--- src/hdl/pose_heading_error_macros.svh ---
// assertion macros used by the pose heading error back stages (phe_finish)
`ifndef POSE_HEADING_ERROR_MACROS_SVH
`define POSE_HEADING_ERROR_MACROS_SVH

// same-cycle implication, checked while out of reset
`define PHE_ASSERT_IMP(name, ante, cons, msg) \
  name: assert property (@(posedge clk) disable iff (rst) (ante) |-> (cons)) else $error(msg);

// next-cycle implication, checked while out of reset
`define PHE_ASSERT_NXT(name, ante, cons, msg) \
  name: assert property (@(posedge clk) disable iff (rst) (ante) |=> (cons)) else $error(msg);

`endif

--- src/hdl/phe_pkg.sv ---
// shared types, constants and elaboration-time functions for the pose heading error block
package phe_pkg;

  // cordic angle width, degrees with 16 fraction bits
  localparam int ZW = 26;
  localparam int HEAD_W = 16;
  localparam int TABLE_LEN = 24;
  localparam logic signed [ZW-1:0] DEG90  = 26'sd5898240;
  localparam logic signed [ZW-1:0] DEG180 = 26'sd11796480;
  localparam logic signed [ZW-1:0] DEG360 = 26'sd23592960;

  // per-item side data carried down the pipeline
  typedef struct packed {
    logic              valid;
    logic              arrived;
    logic              zero;
    logic [HEAD_W-1:0] ch;
    logic [HEAD_W-1:0] th;
  } phe_side_t;

  // atan(2^-i) in degrees, 16 fraction bits
  function automatic logic signed [ZW-1:0] atan_deg(input int i);
    logic signed [ZW-1:0] a;
    case (i)
      0:  a = 26'sd2949120;
      1:  a = 26'sd1740967;
      2:  a = 26'sd919879;
      3:  a = 26'sd466945;
      4:  a = 26'sd234379;
      5:  a = 26'sd117304;
      6:  a = 26'sd58666;
      7:  a = 26'sd29335;
      8:  a = 26'sd14668;
      9:  a = 26'sd7334;
      10: a = 26'sd3667;
      11: a = 26'sd1833;
      12: a = 26'sd917;
      13: a = 26'sd458;
      14: a = 26'sd229;
      15: a = 26'sd115;
      16: a = 26'sd57;
      17: a = 26'sd29;
      18: a = 26'sd14;
      19: a = 26'sd7;
      20: a = 26'sd4;
      21: a = 26'sd2;
      22: a = 26'sd1;
      default: a = '0;
    endcase
    return a;
  endfunction

  // inverse cordic gain with 24 fraction bits, evaluated at elaboration
  function automatic logic [23:0] inv_gain(input int n);
    logic [63:0] p;
    logic [63:0] v;
    logic [63:0] res;
    logic [63:0] bitv;
    logic [63:0] num;
    logic [63:0] rem;
    logic [63:0] q;
    p = 64'd1 << 30;
    for (int i = 0; i < TABLE_LEN; i++) begin
      if (i < n) p = p + (p >> (2 * i));
    end
    v = p << 30;
    res = '0;
    bitv = 64'd1 << 62;
    for (int j = 0; j < 32; j++) begin
      if (bitv > v) bitv = bitv >> 2;
    end
    for (int j = 0; j < 32; j++) begin
      if (bitv != 0) begin
        if (v >= res + bitv) begin
          v = v - (res + bitv);
          res = (res >> 1) + bitv;
        end else begin
          res = res >> 1;
        end
        bitv = bitv >> 2;
      end
    end
    if (res == 0) res = 64'd1;
    num = (64'd1 << 54) + (res >> 1);
    rem = '0;
    q = '0;
    for (int b = 63; b >= 0; b--) begin
      rem = (rem << 1) | ((num >> b) & 64'd1);
      q = q << 1;
      if (rem >= res) begin
        rem = rem - res;
        q = q | 64'd1;
      end
    end
    return q[23:0];
  endfunction

  // number of conditional subtract steps to reduce a 16-bit heading by full_turn
  function automatic int red_steps(input int full_turn);
    int s;
    s = 0;
    for (int k = 0; k < 17; k++) begin
      if ((full_turn << k) <= 65535) s = k + 1;
    end
    return s;
  endfunction

endpackage

--- src/hdl/phe_cordic_stage.sv ---
// one registered cordic iteration, vectoring for bearing and rotation for along-track
module phe_cordic_stage import phe_pkg::*; #(
  parameter int I = 0,
  parameter int VW = 48
) (
  input  logic                 clk,
  input  logic                 rst,
  input  logic                 en,
  input  logic signed [VW-1:0] vx_i,
  input  logic signed [VW-1:0] vy_i,
  input  logic signed [ZW-1:0] vz_i,
  input  logic signed [VW-1:0] rx_i,
  input  logic signed [VW-1:0] ry_i,
  input  logic signed [ZW-1:0] rz_i,
  input  phe_side_t            side_i,
  output logic signed [VW-1:0] vx_o,
  output logic signed [VW-1:0] vy_o,
  output logic signed [ZW-1:0] vz_o,
  output logic signed [VW-1:0] rx_o,
  output logic signed [VW-1:0] ry_o,
  output logic signed [ZW-1:0] rz_o,
  output phe_side_t            side_o
);

  localparam logic signed [ZW-1:0] ATAN = atan_deg(I);

  logic signed [VW-1:0] vxs, vys, rxs, rys;

  // shifted terms
  always_comb begin
    vxs = vx_i >>> I;
    vys = vy_i >>> I;
    rxs = rx_i >>> I;
    rys = ry_i >>> I;
  end

  // micro-rotation, direction from y sign or residual angle
  always_ff @(posedge clk) begin
    if (rst) begin
      side_o.valid <= 1'b0;
    end else if (en) begin
      side_o.valid <= side_i.valid;
    end
    if (en) begin
      side_o.arrived <= side_i.arrived;
      side_o.zero <= side_i.zero;
      side_o.ch <= side_i.ch;
      side_o.th <= side_i.th;
      if (vy_i < 0) begin
        vx_o <= vx_i - vys;
        vy_o <= vy_i + vxs;
        vz_o <= vz_i - ATAN;
      end else begin
        vx_o <= vx_i + vys;
        vy_o <= vy_i - vxs;
        vz_o <= vz_i + ATAN;
      end
      if (rz_i >= 0) begin
        rx_o <= rx_i - rys;
        ry_o <= ry_i + rxs;
        rz_o <= rz_i - ATAN;
      end else begin
        rx_o <= rx_i + rys;
        ry_o <= ry_i - rxs;
        rz_o <= rz_i + ATAN;
      end
    end
  end

endmodule

--- config.mk ---
export PLATFORM = sky130hd
export DESIGN_NAME = phe_cordic_stage
export DESIGN_NICKNAME = d
export VERILOG_FILES = /design/src/hdl/pose_heading_error_macros.svh /design/src/hdl/phe_pkg.sv /design/src/hdl/phe_cordic_stage.sv
export SDC_FILE = /design/constraint.sdc
export NUM_CORES = 1
export LEC_CHECK = 0
export BUFFER_PORTS_ARGS = -buffer_cell sky130_fd_sc_hd__buf_4
export CORE_UTILIZATION = 40
export DETAILED_ROUTE_END_ITERATION = 10
export PLACE_DENSITY = 0.72
export SLEW_MARGIN = 20
export SYNTH_ARGS = -nofsm -noshare
export SYNTH_HDL_FRONTEND = slang
export SYNTH_SLANG_ARGS = --single-unit
--- constraint.sdc ---
create_clock -name clk -period 4.5 [get_ports clk]
set_clock_uncertainty 0.2 [all_clocks]
set_input_delay 0.9 -clock clk [delete_from_list [all_inputs] [get_ports clk]]
set_output_delay 0.9 -clock clk [all_outputs]
set_load 0.01 [all_outputs]
==> impl_metrics.json <==
{
  "instances_no_fill": 4616,
  "wire_per_inst_microns": 22.2,
  "netlist_area_sq_um": 26600,
  "power_frac_seq": 0.333,
  "first_iter_violations": 3105,
  "ant_nets": 0,
  "syn-num-nets": 3677,
  "gp_congestion": 1.01,
  "cts_setup_buffers": 0,
  "cp_max_fo": 10,
  "crit_end": "ry_o[40]",
  "hold_path_class": "primary input to flop",
  "ios": 561,
  "relSlewSlack": 0.277,
  "crit_type": "primary input to flop",
  "pwr-share-clk": 0.276,
  "synth-edff-count": 276,
  "via_count": 26400,
  "vias_per_cell": 5.73,
  "worst_r2r_path_depth": 2,
  "combPwrFrac": 0.391,
  "postSynth.asyncResetShare": 0,
  "rr_startpoint": "side_o[34]",
  "p_leak_uw": 0.0151,
  "cp_slowest_stage_delay_ns": 0.94,
  "power.net_switching_uw": 3790,
  "die_w_microns": 260,
  "layout-drive-gt1-share": 0.227,
  "holdBufCountCts": 0,
  "port_buffers": 560,
  "synth-seq-area-share": 0.313,
  "die-area_sq_um": 67400,
  "antenna_found_initial": 15,
  "numCtsBuffers": 37,
  "worstPathArrival_ns": 4.33,
  "syn_inst": 3072,
  "drv_slew": 0,
  "min_period_over_period": 0.938,
  "worstSkewPairLatency_ns": 0.56,
  "dp.cells": 4545,
  "crit-reg2reg-capture": "side_o[34]",
  "crit_slowest_cell": "a2111oi_0",
  "cts_max_level": 2,
  "hpwl_mm": 83.0,
  "p_per_area_nw_per_um2": 313,
  "finalHoldViolCount": 0,
  "coreArea_sq_um": 65700,
  "cts_root_buf": "clkbuf_16",
  "cp-end-kind": "flop",
  "area_growth_pct": 27.5,
  "fillers": 6248,
  "ff2ff_setup_slack_ns": 3.63,
  "whs_ns": 0.291,
  "switching_share": 0.358,
  "fin_crit_ns": 4.22,
  "grt_pass1_wl_mm": 150,
  "max_freq_ghz": 0.237,
  "fin_ws_ns": 0.277,
  "setup_violations": 0,
  "grt_pass1_vias": 25100,
  "synth-seq-cells": 277,
  "nets": 4325,
  "ys_types": 95,
  "dpl-instance-area_sq_um": 32700,
  "fin_area_sq_um": 33900,
  "internal_power_uw": 6810,
  "overflow": 0,
  "rsz0062_at_grt": "false",
  "drt-pass1-iter-count": 6,
  "wl_mm": 102,
  "post-place-ws_ns": -0.0231,
  "drv_cap": 0,
  "cp.required_ns": 4.61,
  "track_usage": 0.289,
  "row_count": 94,
  "clk_pin_slew_ns": 0.06,
  "path_cells": "buf_4, inv_1, ha_1, a21oi_1, o21ai_0, a21o_1, buf_4, nand2_1, a21oi_1, a311o_1, a2111oi_0, buf_4, a21oi_1, xnor2_1",
  "cts.sinks": 277,
  "drcViolationCount": 0,
  "finalPower_uw": 10600,
  "avgSynthCellArea_sq_um": 8.64,
  "start_util": 0.404,
  "start_kind": "primary input",
  "cts_buffer_depth": 3,
  "grt_max_degree": 116,
  "die_h_microns": 260,
  "ir_drop_uv": 301,
  "ys.flop_type": "edfxtp_1",
  "yosysWarnings": 0,
  "tightest_slew_ns": 1.06,
  "cts-resized-gates": 0,
  "setup.worst_path.start": "rx_i[11]",
  "tritoncts": "done",
  "status": "finished clean"
}
-- final cells by class --
class | count | area, sq um | area share
Multi-Input combinational cell | 2341 | 16500 | 0.486
Sequential cell | 277 | 8310 | 0.245
Timing Repair Buffer | 744 | 5630 | 0.166
Inverter | 319 | 1200 | 0.0354
Tap cell | 864 | 1080 | 0.0319
Clock buffer | 43 | 948 | 0.0280
Clock inverter | 22 | 213 | 0.00628
Antenna cell | 6 | 15.0 | 0.000443
-- worst min-delay path by stage --
stage                from         end  depth (start not counted)
2_1_floorplan  side_o[34]  side_o[34]                          2
3_3_place_gp   side_o[34]  side_o[34]                          2
3_5_place_dp   side_o[34]  side_o[34]                          2
4_1_cts        side_i[23]  side_o[23]                          1
5_1_grt               rst  side_o[34]                          2
6_report       side_i[31]  side_o[31]                          1
-- through the flow --
step	TNS (ns)	utilization
after detailed placement	-0.0231	0.497
after global routing	0	0.515
final	0	0.515
after CTS	0	0.515
after global placement	-0.165	0.497
after floorplan	0	-
-- sequential cells by signal (all words and copies together), names as in the netlist --
register  count
rz_o         26
side_o       35
vx_o         48
ry_o         47
vz_o         26
rx_o         48
vy_o         47
-- cells in the mapped netlist, types with 27 or more instances --
library cell,instances,area share
a211oi_1,27,0.0076
ha_1,315,0.15
inv_1,301,0.043
clkbuf_1,71,0.010
xnor2_1,174,0.057
nand2_1,153,0.022
mux2i_1,41,0.015
nand3_1,40,0.0075
nor3_1,50,0.0094
a21oi_1,412,0.078
edfxtp_1,276,0.31
buf_2,33,0.0062
nor4_1,29,0.0068
nand2b_1,29,0.0068
o21ai_0,180,0.034
o21a_1,27,0.0076
nor2_1,240,0.034
o21bai_1,118,0.033
o31ai_1,31,0.0088
nand4_1,40,0.0094
a31oi_1,30,0.0071
a21o_1,66,0.019
-- power groups by stage --
stage	registers [uW]	clock network, uW	logic [uW]
2_1_floorplan	3720	0	2000
3_5_place_dp	3580	0	4070
5_1_grt	3560	3070	4450
3_3_place_gp	3570	0	4060
4_1_cts	3530	2990	4100
6_report	3530	2920	4150
-- worst max-delay path: cells and delay by family --
family | cells | cell delay, ns
XOR/XNOR | 1 | 0.16
AO/OA/AOI/OAI | 7 | 2.21
AND/OR/NAND/NOR | 1 | 0.06
adder cells (fa/ha/maj) | 1 | 0.43
buffers and inverters | 4 | 0.56
-- kinds of logic after synthesis --
logic type,Yosys count,synth area share
fa+ha+maj,323,0.154
flops,277,0.313
mux,44,0.0167
compound gates,1088,0.259
simple gates,687,0.124
buf+inv,454,0.0670
xor+xnor,199,0.0656
-- per-layer routing --
| metal | wire length (microns) | GRT usage | part of all wire | up-vias |
|---|---|---|---|---|
| li1 | - | - | - | 12400 |
| met5 | 116 | 0 | 0.0011 | - |
| met4 | 3650 | 0.101 | 0.036 | 18 |
| met1 | 42400 | 0.379 | 0.41 | 12500 |
| met3 | 8380 | 0.0540 | 0.082 | 213 |
| met2 | 47800 | 0.476 | 0.47 | 1340 |
-- cell usage in the layout (no fill, tap or decap), types with 66 or more instances in the layout --
cell type and instances:
buf_4 740, a21oi_1 412, ha_1 315, inv_1 301
edfxtp_1 276, nor2_1 240, o21ai_0 180, xnor2_1 174
nand2_1 153, o21bai_1 118, a21o_1 66
(Power assumes the default switching activity.)
