--- src/hdl/pose_heading_error_macros.svh ---
// assertion macros used by the pose heading error back stages (phe_finish)
`ifndef POSE_HEADING_ERROR_MACROS_SVH
`define POSE_HEADING_ERROR_MACROS_SVH

// same-cycle implication, checked while out of reset
`define PHE_ASSERT_IMP(name, ante, cons, msg) \
  name: assert property (@(posedge clk) disable iff (rst) (ante) |-> (cons)) else $error(msg);

// next-cycle implication, checked while out of reset
`define PHE_ASSERT_NXT(name, ante, cons, msg) \
  name: assert property (@(posedge clk) disable iff (rst) (ante) |=> (cons)) else $error(msg);

`endif

--- src/hdl/phe_pkg.sv ---
// shared types, constants and elaboration-time functions for the pose heading error block
package phe_pkg;

  // cordic angle width, degrees with 16 fraction bits
  localparam int ZW = 26;
  localparam int HEAD_W = 16;
  localparam int TABLE_LEN = 24;
  localparam logic signed [ZW-1:0] DEG90  = 26'sd5898240;
  localparam logic signed [ZW-1:0] DEG180 = 26'sd11796480;
  localparam logic signed [ZW-1:0] DEG360 = 26'sd23592960;

  // per-item side data carried down the pipeline
  typedef struct packed {
    logic              valid;
    logic              arrived;
    logic              zero;
    logic [HEAD_W-1:0] ch;
    logic [HEAD_W-1:0] th;
  } phe_side_t;

  // atan(2^-i) in degrees, 16 fraction bits
  function automatic logic signed [ZW-1:0] atan_deg(input int i);
    logic signed [ZW-1:0] a;
    case (i)
      0:  a = 26'sd2949120;
      1:  a = 26'sd1740967;
      2:  a = 26'sd919879;
      3:  a = 26'sd466945;
      4:  a = 26'sd234379;
      5:  a = 26'sd117304;
      6:  a = 26'sd58666;
      7:  a = 26'sd29335;
      8:  a = 26'sd14668;
      9:  a = 26'sd7334;
      10: a = 26'sd3667;
      11: a = 26'sd1833;
      12: a = 26'sd917;
      13: a = 26'sd458;
      14: a = 26'sd229;
      15: a = 26'sd115;
      16: a = 26'sd57;
      17: a = 26'sd29;
      18: a = 26'sd14;
      19: a = 26'sd7;
      20: a = 26'sd4;
      21: a = 26'sd2;
      22: a = 26'sd1;
      default: a = '0;
    endcase
    return a;
  endfunction

  // inverse cordic gain with 24 fraction bits, evaluated at elaboration
  function automatic logic [23:0] inv_gain(input int n);
    logic [63:0] p;
    logic [63:0] v;
    logic [63:0] res;
    logic [63:0] bitv;
    logic [63:0] num;
    logic [63:0] rem;
    logic [63:0] q;
    p = 64'd1 << 30;
    for (int i = 0; i < TABLE_LEN; i++) begin
      if (i < n) p = p + (p >> (2 * i));
    end
    v = p << 30;
    res = '0;
    bitv = 64'd1 << 62;
    for (int j = 0; j < 32; j++) begin
      if (bitv > v) bitv = bitv >> 2;
    end
    for (int j = 0; j < 32; j++) begin
      if (bitv != 0) begin
        if (v >= res + bitv) begin
          v = v - (res + bitv);
          res = (res >> 1) + bitv;
        end else begin
          res = res >> 1;
        end
        bitv = bitv >> 2;
      end
    end
    if (res == 0) res = 64'd1;
    num = (64'd1 << 54) + (res >> 1);
    rem = '0;
    q = '0;
    for (int b = 63; b >= 0; b--) begin
      rem = (rem << 1) | ((num >> b) & 64'd1);
      q = q << 1;
      if (rem >= res) begin
        rem = rem - res;
        q = q | 64'd1;
      end
    end
    return q[23:0];
  endfunction

  // number of conditional subtract steps to reduce a 16-bit heading by full_turn
  function automatic int red_steps(input int full_turn);
    int s;
    s = 0;
    for (int k = 0; k < 17; k++) begin
      if ((full_turn << k) <= 65535) s = k + 1;
    end
    return s;
  endfunction

endpackage

--- src/hdl/phe_prep.sv ---
// front stages: differences, heading reduction, squares, gain scaling and cordic setup
module phe_prep import phe_pkg::*; #(
  parameter int COORD_BITS = 21,
  parameter int ANGLE_FRAC_BITS = 7,
  parameter int N = 16,
  localparam int VW = COORD_BITS + 27,
  localparam int DW = COORD_BITS + 1
) (
  input  logic                    clk,
  input  logic                    rst,
  input  logic                    en,
  input  logic                    in_valid,
  input  logic [COORD_BITS-1:0]   cur_x,
  input  logic [COORD_BITS-1:0]   cur_y,
  input  logic [HEAD_W-1:0]       cur_heading,
  input  logic [COORD_BITS-1:0]   tgt_x,
  input  logic [COORD_BITS-1:0]   tgt_y,
  input  logic [HEAD_W-1:0]       tgt_heading,
  input  logic [39:0]             rsq,
  output logic signed [VW-1:0]    vx,
  output logic signed [VW-1:0]    vy,
  output logic signed [ZW-1:0]    vz,
  output logic signed [VW-1:0]    rx,
  output logic signed [VW-1:0]    ry,
  output logic signed [ZW-1:0]    rz,
  output phe_side_t               side
);

  localparam int FULL = 360 << ANGLE_FRAC_BITS;
  localparam int STEPS = red_steps(FULL);
  localparam int EW = (DW > 21) ? DW : 21;
  localparam logic signed [24:0] IGS = $signed({1'b0, inv_gain(N)});

  // stage 1: differences and heading reduction
  logic signed [DW-1:0] dx_a, dy_a, dx1, dy1;
  logic [17:0] chr, thr;
  phe_side_t side1;

  always_comb begin
    dx_a = DW'($signed(tgt_x)) - DW'($signed(cur_x));
    dy_a = DW'($signed(tgt_y)) - DW'($signed(cur_y));
    chr = 18'(cur_heading);
    thr = 18'(tgt_heading);
    for (int k = STEPS - 1; k >= 0; k--) begin
      if (chr >= 18'(FULL << k)) chr = chr - 18'(FULL << k);
      if (thr >= 18'(FULL << k)) thr = thr - 18'(FULL << k);
    end
  end

  always_ff @(posedge clk) begin
    if (rst) begin
      side1.valid <= 1'b0;
    end else if (en) begin
      side1.valid <= in_valid;
    end
    if (en) begin
      dx1 <= dx_a;
      dy1 <= dy_a;
      side1.arrived <= 1'b0;
      side1.zero <= 1'b0;
      side1.ch <= chr[HEAD_W-1:0];
      side1.th <= thr[HEAD_W-1:0];
    end
  end

  // stage 2: squares for the radius test and gain-scaled offsets
  logic [DW-1:0] ax, ay;
  logic [EW-1:0] axe, aye;
  logic signed [COORD_BITS+25:0] mxa, mya;
  logic signed [DW-1:0] dx2, dy2;
  logic signed [VW-1:0] mx2, my2;
  logic [39:0] pax, pay;
  logic small2;
  phe_side_t side2;

  always_comb begin
    ax = dx1[DW-1] ? DW'(-dx1) : DW'(dx1);
    ay = dy1[DW-1] ? DW'(-dy1) : DW'(dy1);
    axe = EW'(ax);
    aye = EW'(ay);
    mxa = dx1 * IGS;
    mya = dy1 * IGS;
  end

  always_ff @(posedge clk) begin
    if (rst) begin
      side2.valid <= 1'b0;
    end else if (en) begin
      side2.valid <= side1.valid;
    end
    if (en) begin
      side2.arrived <= side1.arrived;
      side2.zero <= side1.zero;
      side2.ch <= side1.ch;
      side2.th <= side1.th;
      dx2 <= dx1;
      dy2 <= dy1;
      mx2 <= VW'(mxa);
      my2 <= VW'(mya);
      pax <= axe[19:0] * axe[19:0];
      pay <= aye[19:0] * aye[19:0];
      small2 <= (axe < EW'(1 << 20)) && (aye < EW'(1 << 20));
    end
  end

  // stage 3: radius test and cordic start values
  logic [40:0] d2;
  logic signed [VW-1:0] sx, sy;
  logic signed [ZW-1:0] h, z0;
  logic signed [VW-1:0] vx_n, vy_n, rx_n, ry_n;
  logic signed [ZW-1:0] vz_n, rz_n;

  always_comb begin
    d2 = 41'(pax) + 41'(pay);
    sx = VW'($signed({dx2, 24'b0}));
    sy = VW'($signed({dy2, 24'b0}));
    if (dx2 < 0) begin
      vx_n = -sx;
      vy_n = -sy;
      vz_n = DEG180;
    end else begin
      vx_n = sx;
      vy_n = sy;
      vz_n = '0;
    end
    h = $signed(ZW'(side2.ch) << (16 - ANGLE_FRAC_BITS));
    z0 = -h;
    if (z0 <= -DEG180) z0 = z0 + DEG360;
    rx_n = mx2;
    ry_n = my2;
    rz_n = z0;
    if (z0 > DEG90) begin
      rx_n = -mx2;
      ry_n = -my2;
      rz_n = z0 - DEG180;
    end else if (z0 < -DEG90) begin
      rx_n = -mx2;
      ry_n = -my2;
      rz_n = z0 + DEG180;
    end
  end

  always_ff @(posedge clk) begin
    if (rst) begin
      side.valid <= 1'b0;
    end else if (en) begin
      side.valid <= side2.valid;
    end
    if (en) begin
      side.arrived <= small2 && (d2 < 41'(rsq));
      side.zero <= (dx2 == 0) && (dy2 == 0);
      side.ch <= side2.ch;
      side.th <= side2.th;
      vx <= vx_n;
      vy <= vy_n;
      vz <= vz_n;
      rx <= rx_n;
      ry <= ry_n;
      rz <= rz_n;
    end
  end

endmodule

--- config.mk ---
export PLATFORM = sky130hd
export DESIGN_NAME = phe_prep
export DESIGN_NICKNAME = d
export VERILOG_FILES = /design/src/hdl/pose_heading_error_macros.svh /design/src/hdl/phe_pkg.sv /design/src/hdl/phe_prep.sv
export SDC_FILE = /design/constraint.sdc
export NUM_CORES = 2
export LEC_CHECK = 0
export BUFFER_PORTS_ARGS = -buffer_cell sky130_fd_sc_hd__buf_2
export CAP_MARGIN = 25
export CORE_MARGIN = 2
export CORE_UTILIZATION = 26
export CTS_BUF_LIST = sky130_fd_sc_hd__clkbuf_2
export DETAILED_ROUTE_END_ITERATION = 7
export GPL_TIMING_DRIVEN = 0
export PLACE_DENSITY = 0.52
export SETUP_SLACK_MARGIN = 0.15
export SLEW_MARGIN = 20
export SYNTH_ARGS = -nofsm -noshare
export SYNTH_HDL_FRONTEND = slang
export SYNTH_SLANG_ARGS = --single-unit
--- constraint.sdc ---
create_clock -name clk -period 17.6 [get_ports clk]
set_clock_uncertainty 0.2 [all_clocks]
set_input_delay 3.52 -clock clk [delete_from_list [all_inputs] [get_ports clk]]
set_output_delay 3.52 -clock clk [all_outputs]
set_load 0.1 [all_outputs]
==> impl_metrics.yaml <==
synthesis:
  ys_seq_area_share_pct: 22.8
  synth-edff-count: 510
  netlist_instances: 6438
  synth_ff_type: "edfxtp_1"
  ys_types: 92
  synth_seq_cells: 513
  ys_warn_count: 0
  async_reset_ff_share_pct: 0
  avgSynthCellArea_um2: 10.5
  syn_area_um2: 67500
floorplanning:
  die_width_um: 513
  start_util_pct: 26.2
  die_y_um: 513
  core_area_um2: 257000
  ios: 439
  die-area_um2: 264000
  rows: 186
placement:
  place_congestion: 0.912
  hpwl_um: 167000
  numPortBuffers: 357
global_route:
  grt_start_max_net_pins: 102
  grt_pass1_wl_um: 304000
  grt_pass1_vias: 50900
  grtUsageTotal_pct: 15.2
  grtUsageMet2_pct: 26.4
  grt-ovfl-total: 0
  antenna_found_initial: 14
  use_met3_pct: 2.22
  busiest_layer: "met2"
  met1_usage_pct: 18.7
sta:
  tightest_slew_ns: 1.23
  rsz0062_at_grt: "false"
  fmax_mhz: 82.9
  slew_viol_final: 0
  min_period_ns: 12.07
  post-route-period-util_pct: 68.6
  setup_violations: 0
  max_slew_margin_pct: 18.3
  tns_ns: 0
  hold_viol: 0
clock_network:
  clk_latency_ns: 1.76
  cts_max_path_buffers: 3
  cts-hold-fix-buffers: 0
  cts-resized-gates: 0
  path_clk_slew_ns: 0.10
  cts_tree: "yes"
  cts_root_buffer: "clkbuf_2"
  clock-sinks: 513
  htreeDepth: 4
  numCtsBuffers: 156
  post_cts_buffers: 0
min_path:
  hp-start: "side2[15]"
  min_to: "side[15]"
  hold_path.class: "register to register"
  holdPathStages: 0
layout:
  layout-drive-gt1-share_pct: 11.5
  multiInputGateArea_um2: 46000
  regArea_um2: 15400
  layout_common_cells: "inv_1, fa_1, ha_1"
  fillers: 26900
  final_nets: 9113
  area_growth_syn_to_layout_pct: 12.4
  layout_commonest_cell: "inv_1"
worst_setup_path:
  reg2reg_depth: 33
  cp_slowest_cell: "edfxtp_1"
  crit_arrival_ns: 13.28
  r2r_slack_ns: 5.53
  worst_r2r_endpoint: "pay[39]"
  critPathKind: "register to register"
  crit_required_ns: 18.81
  endpoint_kind: "register"
  start_kind: "register"
  crit_top_cell: "fa_1"
  crit_fanout: 13
  timing.rr.start: "dy1[0]"
  worst_path_largest_cell_delay_ns: 0.79
outcome:
  status: "completed"
job:
  max-cap-violations: 0
detailed_routing:
  postRouteAntennaNets: 0
  vias: 46500
  drt_iter0_markers: 2420
  wl_per_cell_um: 18.7
  drc: 0
  dr.pass1.iters: 5
  wl_um: 198000
  via_per_inst: 4.40
-- sequential cells by signal, indices dropped and copies added (netlist names) --
| name | cells |
|---|---|
| rx | 47 |
| ry | 46 |
| mx2 | 45 |
| my2 | 45 |
| pax | 38 |
| pay | 38 |
| side | 34 |
| side1 | 33 |
| vy | 24 |
| vx | 23 |
| dx1 | 22 |
| dx2 | 22 |
| dy1 | 22 |
| dy2 | 22 |
| rz | 17 |
| side2 | 17 |
| h | 16 |
| small2 | 1 |
| vz | 1 |
-- cells in the mapped netlist, types with 10 or more instances --
master       n  area (um2)
nand2b_1    67         419
a21boi_0    15         113
or2_2       28         175
a21o_1     110         826
nand3_1     61         305
o211ai_1    15         113
edfxtp_1   510       15300
nand4_1     21         131
a211oi_1    22         165
a31o_2      10        87.6
ha_1       911       11400
o31ai_1     31         233
and3_1      22         138
xnor2_1    357        3130
or3_1       30         188
nor2_1     336        1260
clkbuf_1    68         255
o21bai_1    21         158
nor2b_1     45         282
o31ai_2     10         125
or4_1       15         113
o21a_1      36         270
buf_4       88         661
nand2_1    414        1550
inv_1     1461        5480
o41ai_1     15         131
fa_1       987       19800
xor2_1      70         613
a31oi_1     32         200
nor3_1      66         330
nor4_1      18         113
a21oi_1    208        1040
o21ai_0    171         856
-- worst max path at each step --
stage / slack (ns) / to / from
final: 5.53 / pay[39] / dy1[0]
after floorplan: 8.20 / pay[39] / dy1[0]
after CTS: 5.49 / pay[39] / dy1[0]
after detailed placement: 5.40 / pay[39] / dy1[0]
after global routing: 4.85 / pay[39] / dy1[0]
after global placement: 3.92 / side2[34] / en
-- metrics by stage --
step | util [%] | hold WS (ns) | std cells | cell area [um2] | worst slack (ns)
2_1_floorplan | - | 0.200 | 6520 | 67800 | 8.20
3_3_place_gp | 28.7 | 0.200 | 10300 | 73800 | 3.92
3_5_place_dp | 28.9 | 0.205 | 10300 | 74300 | 5.40
4_1_cts | 29.4 | 0.164 | 10600 | 75800 | 5.49
5_1_grt | 29.5 | 0.182 | 10600 | 75800 | 4.85
6_report | 29.5 | 0.194 | 10600 | 75800 | 5.53
-- worst max-delay path, delay by kind of cell (launching register included) --
family                   cells  cell delay (ns)
flip-flops                   1             0.79
adder cells (fa/ha/maj)      9             4.24
AND/OR/NAND/NOR              3             0.81
XOR/XNOR                     2             0.72
buffers and inverters        8             2.12
AO/OA/AOI/OAI               11             2.97
-- final cells by class --
type / instances / share of cell area (%)
multi-input cells: 4368 / 60.7
clock inverters: 61 / 0.563
flip-flops and latches: 513 / 20.3
diodes: 13 / 0.0429
well taps: 3384 / 5.58
plain buffers: 169 / 1.34
inverters: 1470 / 7.28
clock buffers: 212 / 1.40
repair buffers: 377 / 2.79
-- per-layer routing --
metal | vias to the layer above | wire, um
li1 | 21900 | -
met1 | 23100 | 83000
met2 | 1143 | 97200
met3 | 341 | 8910
met4 | 6 | 8880
met5 | - | 47
-- cell families (layout without fill, tap and decap cells) --
family	after synthesis	in the layout	share of synthesized area [%]
adders and majority gates	1898	1898	46.2
buffers and inverters	1639	2289	9.68
and+or+nand+nor	1166	1166	8.00
AOI/OAI and AO/OA	785	785	7.65
DFF	513	513	22.8
xor gates and xnor gates	427	427	5.54
muxes	9	9	0.145
other	1	96	0.00556
Power is not shown: default switching activity piles up to over one toggle a cycle in this logic, so the estimate is an artifact.
