## src/hdl/pose_heading_error_macros.svh

```systemverilog
// assertion macros used by the pose heading error back stages (phe_finish)
`ifndef POSE_HEADING_ERROR_MACROS_SVH
`define POSE_HEADING_ERROR_MACROS_SVH

// same-cycle implication, checked while out of reset
`define PHE_ASSERT_IMP(name, ante, cons, msg) \
  name: assert property (@(posedge clk) disable iff (rst) (ante) |-> (cons)) else $error(msg);

// next-cycle implication, checked while out of reset
`define PHE_ASSERT_NXT(name, ante, cons, msg) \
  name: assert property (@(posedge clk) disable iff (rst) (ante) |=> (cons)) else $error(msg);

`endif

```

## src/hdl/phe_pkg.sv

```systemverilog
// shared types, constants and elaboration-time functions for the pose heading error block
package phe_pkg;

  // cordic angle width, degrees with 16 fraction bits
  localparam int ZW = 26;
  localparam int HEAD_W = 16;
  localparam int TABLE_LEN = 24;
  localparam logic signed [ZW-1:0] DEG90  = 26'sd5898240;
  localparam logic signed [ZW-1:0] DEG180 = 26'sd11796480;
  localparam logic signed [ZW-1:0] DEG360 = 26'sd23592960;

  // per-item side data carried down the pipeline
  typedef struct packed {
    logic              valid;
    logic              arrived;
    logic              zero;
    logic [HEAD_W-1:0] ch;
    logic [HEAD_W-1:0] th;
  } phe_side_t;

  // atan(2^-i) in degrees, 16 fraction bits
  function automatic logic signed [ZW-1:0] atan_deg(input int i);
    logic signed [ZW-1:0] a;
    case (i)
      0:  a = 26'sd2949120;
      1:  a = 26'sd1740967;
      2:  a = 26'sd919879;
      3:  a = 26'sd466945;
      4:  a = 26'sd234379;
      5:  a = 26'sd117304;
      6:  a = 26'sd58666;
      7:  a = 26'sd29335;
      8:  a = 26'sd14668;
      9:  a = 26'sd7334;
      10: a = 26'sd3667;
      11: a = 26'sd1833;
      12: a = 26'sd917;
      13: a = 26'sd458;
      14: a = 26'sd229;
      15: a = 26'sd115;
      16: a = 26'sd57;
      17: a = 26'sd29;
      18: a = 26'sd14;
      19: a = 26'sd7;
      20: a = 26'sd4;
      21: a = 26'sd2;
      22: a = 26'sd1;
      default: a = '0;
    endcase
    return a;
  endfunction

  // inverse cordic gain with 24 fraction bits, evaluated at elaboration
  function automatic logic [23:0] inv_gain(input int n);
    logic [63:0] p;
    logic [63:0] v;
    logic [63:0] res;
    logic [63:0] bitv;
    logic [63:0] num;
    logic [63:0] rem;
    logic [63:0] q;
    p = 64'd1 << 30;
    for (int i = 0; i < TABLE_LEN; i++) begin
      if (i < n) p = p + (p >> (2 * i));
    end
    v = p << 30;
    res = '0;
    bitv = 64'd1 << 62;
    for (int j = 0; j < 32; j++) begin
      if (bitv > v) bitv = bitv >> 2;
    end
    for (int j = 0; j < 32; j++) begin
      if (bitv != 0) begin
        if (v >= res + bitv) begin
          v = v - (res + bitv);
          res = (res >> 1) + bitv;
        end else begin
          res = res >> 1;
        end
        bitv = bitv >> 2;
      end
    end
    if (res == 0) res = 64'd1;
    num = (64'd1 << 54) + (res >> 1);
    rem = '0;
    q = '0;
    for (int b = 63; b >= 0; b--) begin
      rem = (rem << 1) | ((num >> b) & 64'd1);
      q = q << 1;
      if (rem >= res) begin
        rem = rem - res;
        q = q | 64'd1;
      end
    end
    return q[23:0];
  endfunction

  // number of conditional subtract steps to reduce a 16-bit heading by full_turn
  function automatic int red_steps(input int full_turn);
    int s;
    s = 0;
    for (int k = 0; k < 17; k++) begin
      if ((full_turn << k) <= 65535) s = k + 1;
    end
    return s;
  endfunction

endpackage

```

## src/hdl/phe_finish.sv

```systemverilog
// back stages: bearing rounding, target choice, error wrap and along-track saturation
module phe_finish import phe_pkg::*; #(
  parameter int ANGLE_FRAC_BITS = 7,
  parameter int VW = 48
) (
  input  logic                 clk,
  input  logic                 rst,
  input  logic                 en,
  input  logic signed [VW-1:0] rx,
  input  logic signed [ZW-1:0] vz,
  input  phe_side_t            side,
  output logic                 out_valid,
  output logic [15:0]          heading_error,
  output logic [22:0]          along_track
);

`include "pose_heading_error_macros.svh"

  localparam int AW = (ANGLE_FRAC_BITS + 11 > 18) ? ANGLE_FRAC_BITS + 11 : 18;
  localparam logic signed [AW-1:0] FULL_S = AW'(360 << ANGLE_FRAC_BITS);
  localparam logic signed [AW-1:0] HALF_S = AW'(180 << ANGLE_FRAC_BITS);
  localparam logic signed [ZW:0] RND = (ZW+1)'(1 << (15 - ANGLE_FRAC_BITS));
  localparam logic signed [VW-1:0] AMAX = VW'(4194303);
  localparam logic signed [VW-1:0] AMIN = -VW'(4194304);
  localparam logic signed [VW-1:0] HALF_UNIT = VW'(1 << 23);

  // stage 1: target angle and saturated along-track
  logic signed [ZW-1:0] bz;
  logic signed [ZW:0] bt;
  logic signed [AW-1:0] tg;
  logic signed [VW-1:0] rs, rsat;
  logic signed [AW-1:0] tg1;
  logic [22:0] at1;
  logic [HEAD_W-1:0] ch1;
  logic f1_v;

  always_comb begin
    bz = vz;
    if (bz > DEG180) bz = bz - DEG360;
    if (side.zero) bz = '0;
    bt = ((ZW+1)'(bz) + RND) >>> (16 - ANGLE_FRAC_BITS);
    tg = AW'(bt);
    if (tg < 0) tg = tg + FULL_S;
    if (tg >= FULL_S) tg = tg - FULL_S;
    if (side.arrived) tg = $signed(AW'(side.th));
    rs = (rx + HALF_UNIT) >>> 24;
    rsat = rs;
    if (rs > AMAX) rsat = AMAX;
    if (rs < AMIN) rsat = AMIN;
  end

  always_ff @(posedge clk) begin
    if (rst) begin
      f1_v <= 1'b0;
    end else if (en) begin
      f1_v <= side.valid;
    end
    if (en) begin
      tg1 <= tg;
      at1 <= rsat[22:0];
      ch1 <= side.ch;
    end
  end

  // stage 2: heading error wrapped to half a turn, output register
  logic signed [AW-1:0] err;

  always_comb begin
    err = tg1 - $signed(AW'(ch1));
    if (err > HALF_S) err = err - FULL_S;
    else if (err < -HALF_S) err = err + FULL_S;
  end

  always_ff @(posedge clk) begin
    if (rst) begin
      out_valid <= 1'b0;
    end else if (en) begin
      out_valid <= f1_v;
    end
    if (en) begin
      heading_error <= err[15:0];
      along_track <= at1;
    end
  end

  // checks
  `PHE_ASSERT_IMP(a_tgt_range, f1_v, (tg1 >= 0) && (tg1 < FULL_S), "target angle out of turn")
  `PHE_ASSERT_IMP(a_err_range, f1_v, (err <= HALF_S) && (err >= -HALF_S), "error not wrapped")
  `PHE_ASSERT_NXT(a_stall_hold, f1_v && !en, f1_v, "stalled beat lost in back stage")

endmodule

```

## config.mk

```make
export PLATFORM = sky130hd
export DESIGN_NAME = phe_finish
export DESIGN_NICKNAME = d
export VERILOG_FILES = /design/src/hdl/phe_pkg.sv /design/src/hdl/phe_finish.sv
export VERILOG_INCLUDE_DIRS = /design/src /design/src/hdl
export SDC_FILE = /design/constraint.sdc
export NUM_CORES = 1
export LEC_CHECK = 0
export ABC_AREA = 1
export CAP_MARGIN = 20
export CORE_ASPECT_RATIO = 0.9
export CORE_MARGIN = 1.5
export CORE_UTILIZATION = 55
export CTS_CLUSTER_DIAMETER = 100
export DETAILED_ROUTE_END_ITERATION = 16
export DONT_BUFFER_PORTS = 1
export MAX_ROUTING_LAYER = met4
export PLACE_DENSITY_LB_ADDON = 0.25
export SYNTH_ARGS = -nofsm -noshare
export SYNTH_HDL_FRONTEND = slang
export SYNTH_SLANG_ARGS = --single-unit
```

## constraint.sdc

```tcl
create_clock -name clk -period 4.5 [get_ports clk]
set_clock_uncertainty 0.2 [all_clocks]
set_input_delay 0.225 -clock clk [delete_from_list [all_inputs] [get_ports clk]]
set_output_delay 0.225 -clock clk [all_outputs]
set_load 0.02 [all_outputs]
```

==> impl_metrics.prom <==
# TYPE chip_impl_metric gauge
chip_impl_info{name="status",value="complete, no violations"} 1
chip_impl_metric{name="cp_data_arrival_time",unit="ps"} 3980
chip_impl_info{name="crit_path_top_delay_cell",value="sky130_fd_sc_hd__xnor2_1"} 1
chip_impl_metric{name="final_core_utilization",unit="%"} 64.81
chip_impl_metric{name="clock_pin_slew_worst_setup_and_hold_paths",unit="ps"} 70
chip_impl_metric{name="sinks_on_clock_net",unit=""} 98
chip_impl_info{name="end_kind",value="flip-flop"} 1
chip_impl_metric{name="ctsHtreeMaxLevel",unit=""} 3
chip_impl_metric{name="area_growth_syn_to_layout",unit="%"} 15.49
chip_impl_metric{name="groute.usage.overall",unit="%"} 22.81
chip_impl_info{name="ctsRootBufferMaster",value="sky130_fd_sc_hd__clkbuf_16"} 1
chip_impl_metric{name="post_drt_via_cell_ratio",unit=""} 5.331
chip_impl_metric{name="coreArea",unit="µm²"} 11390
chip_impl_metric{name="routed_wire_length_per_instance",unit="µm"} 13.49
chip_impl_info{name="timing_worst_setup_path_type",value="reg -> reg"} 1
chip_impl_metric{name="critPathRequiredTime",unit="ps"} 4410
chip_impl_info{name="worstHoldPathType",value="in -> reg"} 1
chip_impl_metric{name="layout_worst_path_cycle_share",unit="%"} 90.41
chip_impl_metric{name="post_syn_nets",unit=""} 871
chip_impl_metric{name="worstSkewPairLatency",unit="ps"} 350
chip_impl_metric{name="finalNetCount",unit=""} 927
chip_impl_info{name="path_delay_family",value="adder cells"} 1
chip_impl_metric{name="place_worst_setup_slack",unit="ps"} 419.3
chip_impl_metric{name="hpwlAfterDp",unit="µm"} 9127
chip_impl_info{name="cts_tree",value="done"} 1
chip_impl_metric{name="layout.cell_area.non_filler",unit="µm²"} 7381
chip_impl_metric{name="synth.distinct_cells",unit=""} 48
chip_impl_metric{name="clock.fmax",unit="MHz"} 245.8
chip_impl_metric{name="io_buffer_count",unit=""} 0
chip_impl_metric{name="router_iterations_before_antenna_repair",unit=""} 5
chip_impl_metric{name="syn-instance-count",unit=""} 732
chip_impl_metric{name="maxCapViolations",unit=""} 0
chip_impl_metric{name="syn_area",unit="µm²"} 6391
chip_impl_metric{name="globalRouteMet1Util",unit="%"} 23.36
chip_impl_metric{name="ys_warn_count",unit=""} 0
chip_impl_metric{name="cts_made_buffers",unit=""} 9
chip_impl_metric{name="worst_ir_drop_vdd",unit="mV"} 0.1787
chip_impl_metric{name="tightestPinTransition",unit="ps"} 737.7
chip_impl_metric{name="floorplan.die.height",unit="µm"} 105.3
chip_impl_metric{name="max-slew-margin-rel",unit="%"} 50.66
chip_impl_metric{name="finalHoldViolCount",unit=""} 0
chip_impl_metric{name="via_count_of_the_first_global_routing_pass",unit=""} 5063
chip_impl_info{name="startpoint_type",value="flip-flop"} 1
chip_impl_metric{name="timing_max_transition_violations_final",unit=""} 0
chip_impl_metric{name="final_antenna_net_count",unit=""} 0
chip_impl_metric{name="min_period",unit="ps"} 4068
chip_impl_metric{name="number_of_buffers_and_inverters_on_the_critical_path",unit=""} 2
chip_impl_metric{name="post-route-drc-count",unit=""} 0
chip_impl_info{name="worstPathCellList",value="ha_1 > fa_1 > o21ai_1 > a21o_1 > nand2_1 > nand2_1 > a21oi_1 > xnor2_1 > inv_1 > ha_1 > inv_1 > nor2_1 > o221ai_1 > nand2_1 > nand2_1 > nand2_1 > nand2_1 > nand2_1"} 1
chip_impl_metric{name="wirelength",unit="µm"} 12800
chip_impl_metric{name="post_route_cells_drive_above_1_share",unit="%"} 11.10
chip_impl_metric{name="crit_path_max_fo",unit=""} 7
chip_impl_metric{name="antenna_found_initial",unit=""} 0
chip_impl_metric{name="grt_overflow",unit=""} 0
chip_impl_metric{name="ys_seq_elements",unit=""} 98
chip_impl_metric{name="global_route.usage.met2",unit="%"} 40.46
chip_impl_metric{name="boundaryPins",unit=""} 152
chip_impl_info{name="grt_busiest_layer",value="met2"} 1
chip_impl_metric{name="synth_sequential_area_ratio",unit="%"} 45.73
chip_impl_metric{name="avgSynthCellArea",unit="µm²"} 8.731
chip_impl_metric{name="met3_usage",unit="%"} 6.613
chip_impl_metric{name="power_leakage",unit="nW"} 3.233
chip_impl_metric{name="cts_max_path_buffers",unit=""} 2
chip_impl_metric{name="place.gp.congestion",unit=""} 0.9314
chip_impl_metric{name="postLayoutSetupSlackWorst",unit="ps"} 431.7
chip_impl_metric{name="rows",unit=""} 37
chip_impl_metric{name="largest_net_degree_at_the_start_of_global_routing",unit=""} 97
chip_impl_info{name="setup_repair_after_global_routing_missed_its_margin",value="false"} 1
chip_impl_metric{name="initial_utilization",unit="%"} 56.12
chip_impl_metric{name="setup-tns-final",unit="ps"} 0
chip_impl_metric{name="die_area",unit="µm²"} 12280
chip_impl_metric{name="cts_setup_buffers",unit=""} 0
chip_impl_metric{name="n_antenna_cell",unit=""} 0
chip_impl_metric{name="dp_area",unit="µm²"} 6531
chip_impl_metric{name="floorplan.die.width",unit="µm"} 116.6
chip_impl_metric{name="critPathMaxStageDelay",unit="ps"} 490
chip_impl_metric{name="dr.first_iter.drc_count",unit=""} 343
chip_impl_metric{name="power-per-cell-area",unit="nW/µm²"} 378.2
chip_impl_metric{name="report.final.setup_viol",unit=""} 0
chip_impl_info{name="crit_top_cell",value="sky130_fd_sc_hd__nand2_1"} 1
chip_impl_metric{name="vias",unit=""} 5059
chip_impl_metric{name="grt_first_pass_wirelength",unit="µm"} 21580
[kinds of logic after synthesis]
family,Yosys count,share of synthesized area (%)
buf+inv,99,6.382
simple gates,391,29.17
compound gates,71,6.598
fa+ha+maj,27,5.403
flops,98,45.73
xor+xnor,46,6.715
[report_power, final]
| part | internal, mW | switching (mW) | leakage (nW) |
|---|---|---|---|
| clock network | 0.397 | 0.362 | 0.150 |
| registers | 1.16 | 0.111 | 0.956 |
| logic | 0.288 | 0.478 | 2.13 |
[synthesized netlist by cell type (all sizes together)]
library cell	instances	area, µm²
nand2	227	919.6
edfxtp	96	2883
inv	89	336.6
nand3	67	377.9
nor2	54	235.2
a21oi	33	187.7
xor2	31	297.8
o21ai	30	168.9
ha	26	325.3
xnor2	15	131.4
nor3	13	112.6
nand4	11	75.07
nand3b	10	87.58
buf	6	55.05
or2	5	31.28
a211oi	3	22.52
clkbuf	2	7.510
clkinv	2	8.750
dfxtp	2	40.04
nor4	2	12.51
a21o	1	7.510
a22oi	1	12.51
and2	1	6.260
and3	1	6.260
fa	1	20.02
o21bai	1	7.510
o221ai	1	8.760
o22ai	1	6.260
[through the flow]
stage                     cells  hold slack [ps]  total power [mW]
after CTS                   949            2.287             2.799
after global placement      881            95.09             1.946
final                       949            7.229             2.791
after global routing        949            20.31             2.971
after floorplan             732            94.07             1.848
after detailed placement    881            102.0             1.976
[metal layers]
| layer | vias to the layer above | wire [µm] |
|---|---|---|
| met5 | - | 0 |
| met4 | 0 | 347 |
| met3 | 33 | 718 |
| met2 | 132 | 6679 |
| met1 | 2344 | 5053 |
| li1 | 2550 | - |
[worst register-to-register path, cell delays in order, from the launching register on]
cell	delay, ps
sky130_fd_sc_hd__edfxtp_1	380
sky130_fd_sc_hd__ha_1	220
sky130_fd_sc_hd__fa_1	420
sky130_fd_sc_hd__o21ai_1	290
sky130_fd_sc_hd__a21o_1	220
sky130_fd_sc_hd__nand2_1	70
sky130_fd_sc_hd__nand2_1	60
sky130_fd_sc_hd__a21oi_1	90
sky130_fd_sc_hd__xnor2_1	490
sky130_fd_sc_hd__inv_1	200
sky130_fd_sc_hd__ha_1	230
sky130_fd_sc_hd__inv_1	50
sky130_fd_sc_hd__nor2_1	50
sky130_fd_sc_hd__o221ai_1	240
sky130_fd_sc_hd__nand2_1	80
sky130_fd_sc_hd__nand2_1	200
sky130_fd_sc_hd__nand2_1	200
sky130_fd_sc_hd__nand2_1	110
sky130_fd_sc_hd__nand2_1	50
[area by class of cell]
class	instances	area, µm²
inverter	91	345.3
clock inverter	7	78.83
fill	927	4008
multi-input combinational	535	3068
tap	156	195.2
sequential	98	2923
clock buffer	9	225.2
timing repair buffer	53	545.5
[flip-flops by register name (all words and copies together), names as in the netlist]
register and cells:
out_valid 1, at1 23, tg1 18, heading_error 16
ch1 16, along_track 23, f1_v 1
[cell usage in the layout, fill, tap and decap left out, types with 3 or more instances in the layout]
cell / n
sky130_fd_sc_hd__ha_1: 26
sky130_fd_sc_hd__o21ai_0: 22
sky130_fd_sc_hd__edfxtp_1: 96
sky130_fd_sc_hd__nand4_1: 10
sky130_fd_sc_hd__a21oi_2: 6
sky130_fd_sc_hd__nand2_2: 15
sky130_fd_sc_hd__a211oi_1: 3
sky130_fd_sc_hd__or2_2: 4
sky130_fd_sc_hd__nor3_1: 6
sky130_fd_sc_hd__xnor2_1: 15
sky130_fd_sc_hd__nor2_2: 7
sky130_fd_sc_hd__o21ai_1: 3
sky130_fd_sc_hd__nand3_1: 60
sky130_fd_sc_hd__nand3_2: 6
sky130_fd_sc_hd__o21ai_2: 5
sky130_fd_sc_hd__nor2_1: 45
sky130_fd_sc_hd__xor2_1: 28
sky130_fd_sc_hd__clkbuf_16: 9
sky130_fd_sc_hd__nand3b_1: 9
sky130_fd_sc_hd__a21oi_1: 27
sky130_fd_sc_hd__nand2_1: 208
sky130_fd_sc_hd__inv_8: 4
sky130_fd_sc_hd__inv_2: 5
sky130_fd_sc_hd__dlygate4sd3_1: 51
sky130_fd_sc_hd__nor3_2: 5
sky130_fd_sc_hd__inv_1: 83
sky130_fd_sc_hd__nand2_4: 4
[what timing repair did]
action	CTS	global route
hold buffers	52	0
endpoints found under the setup margin	0	6
resized for setup	0	1
hold endpoints to repair	145	0
[path summary, 6_finish.rpt]
check / cells after the start / endpoint / slack (ps) / from
max: 18 / heading_error[15] / 430 / ch1[0]
min: 3 / at1[0] / 7 / rx[24]
max reg2reg: 18 / heading_error[15] / 430 / ch1[0]
min reg2reg: 0 / along_track[9] / 220 / at1[9]
(Power assumes the default switching activity.)
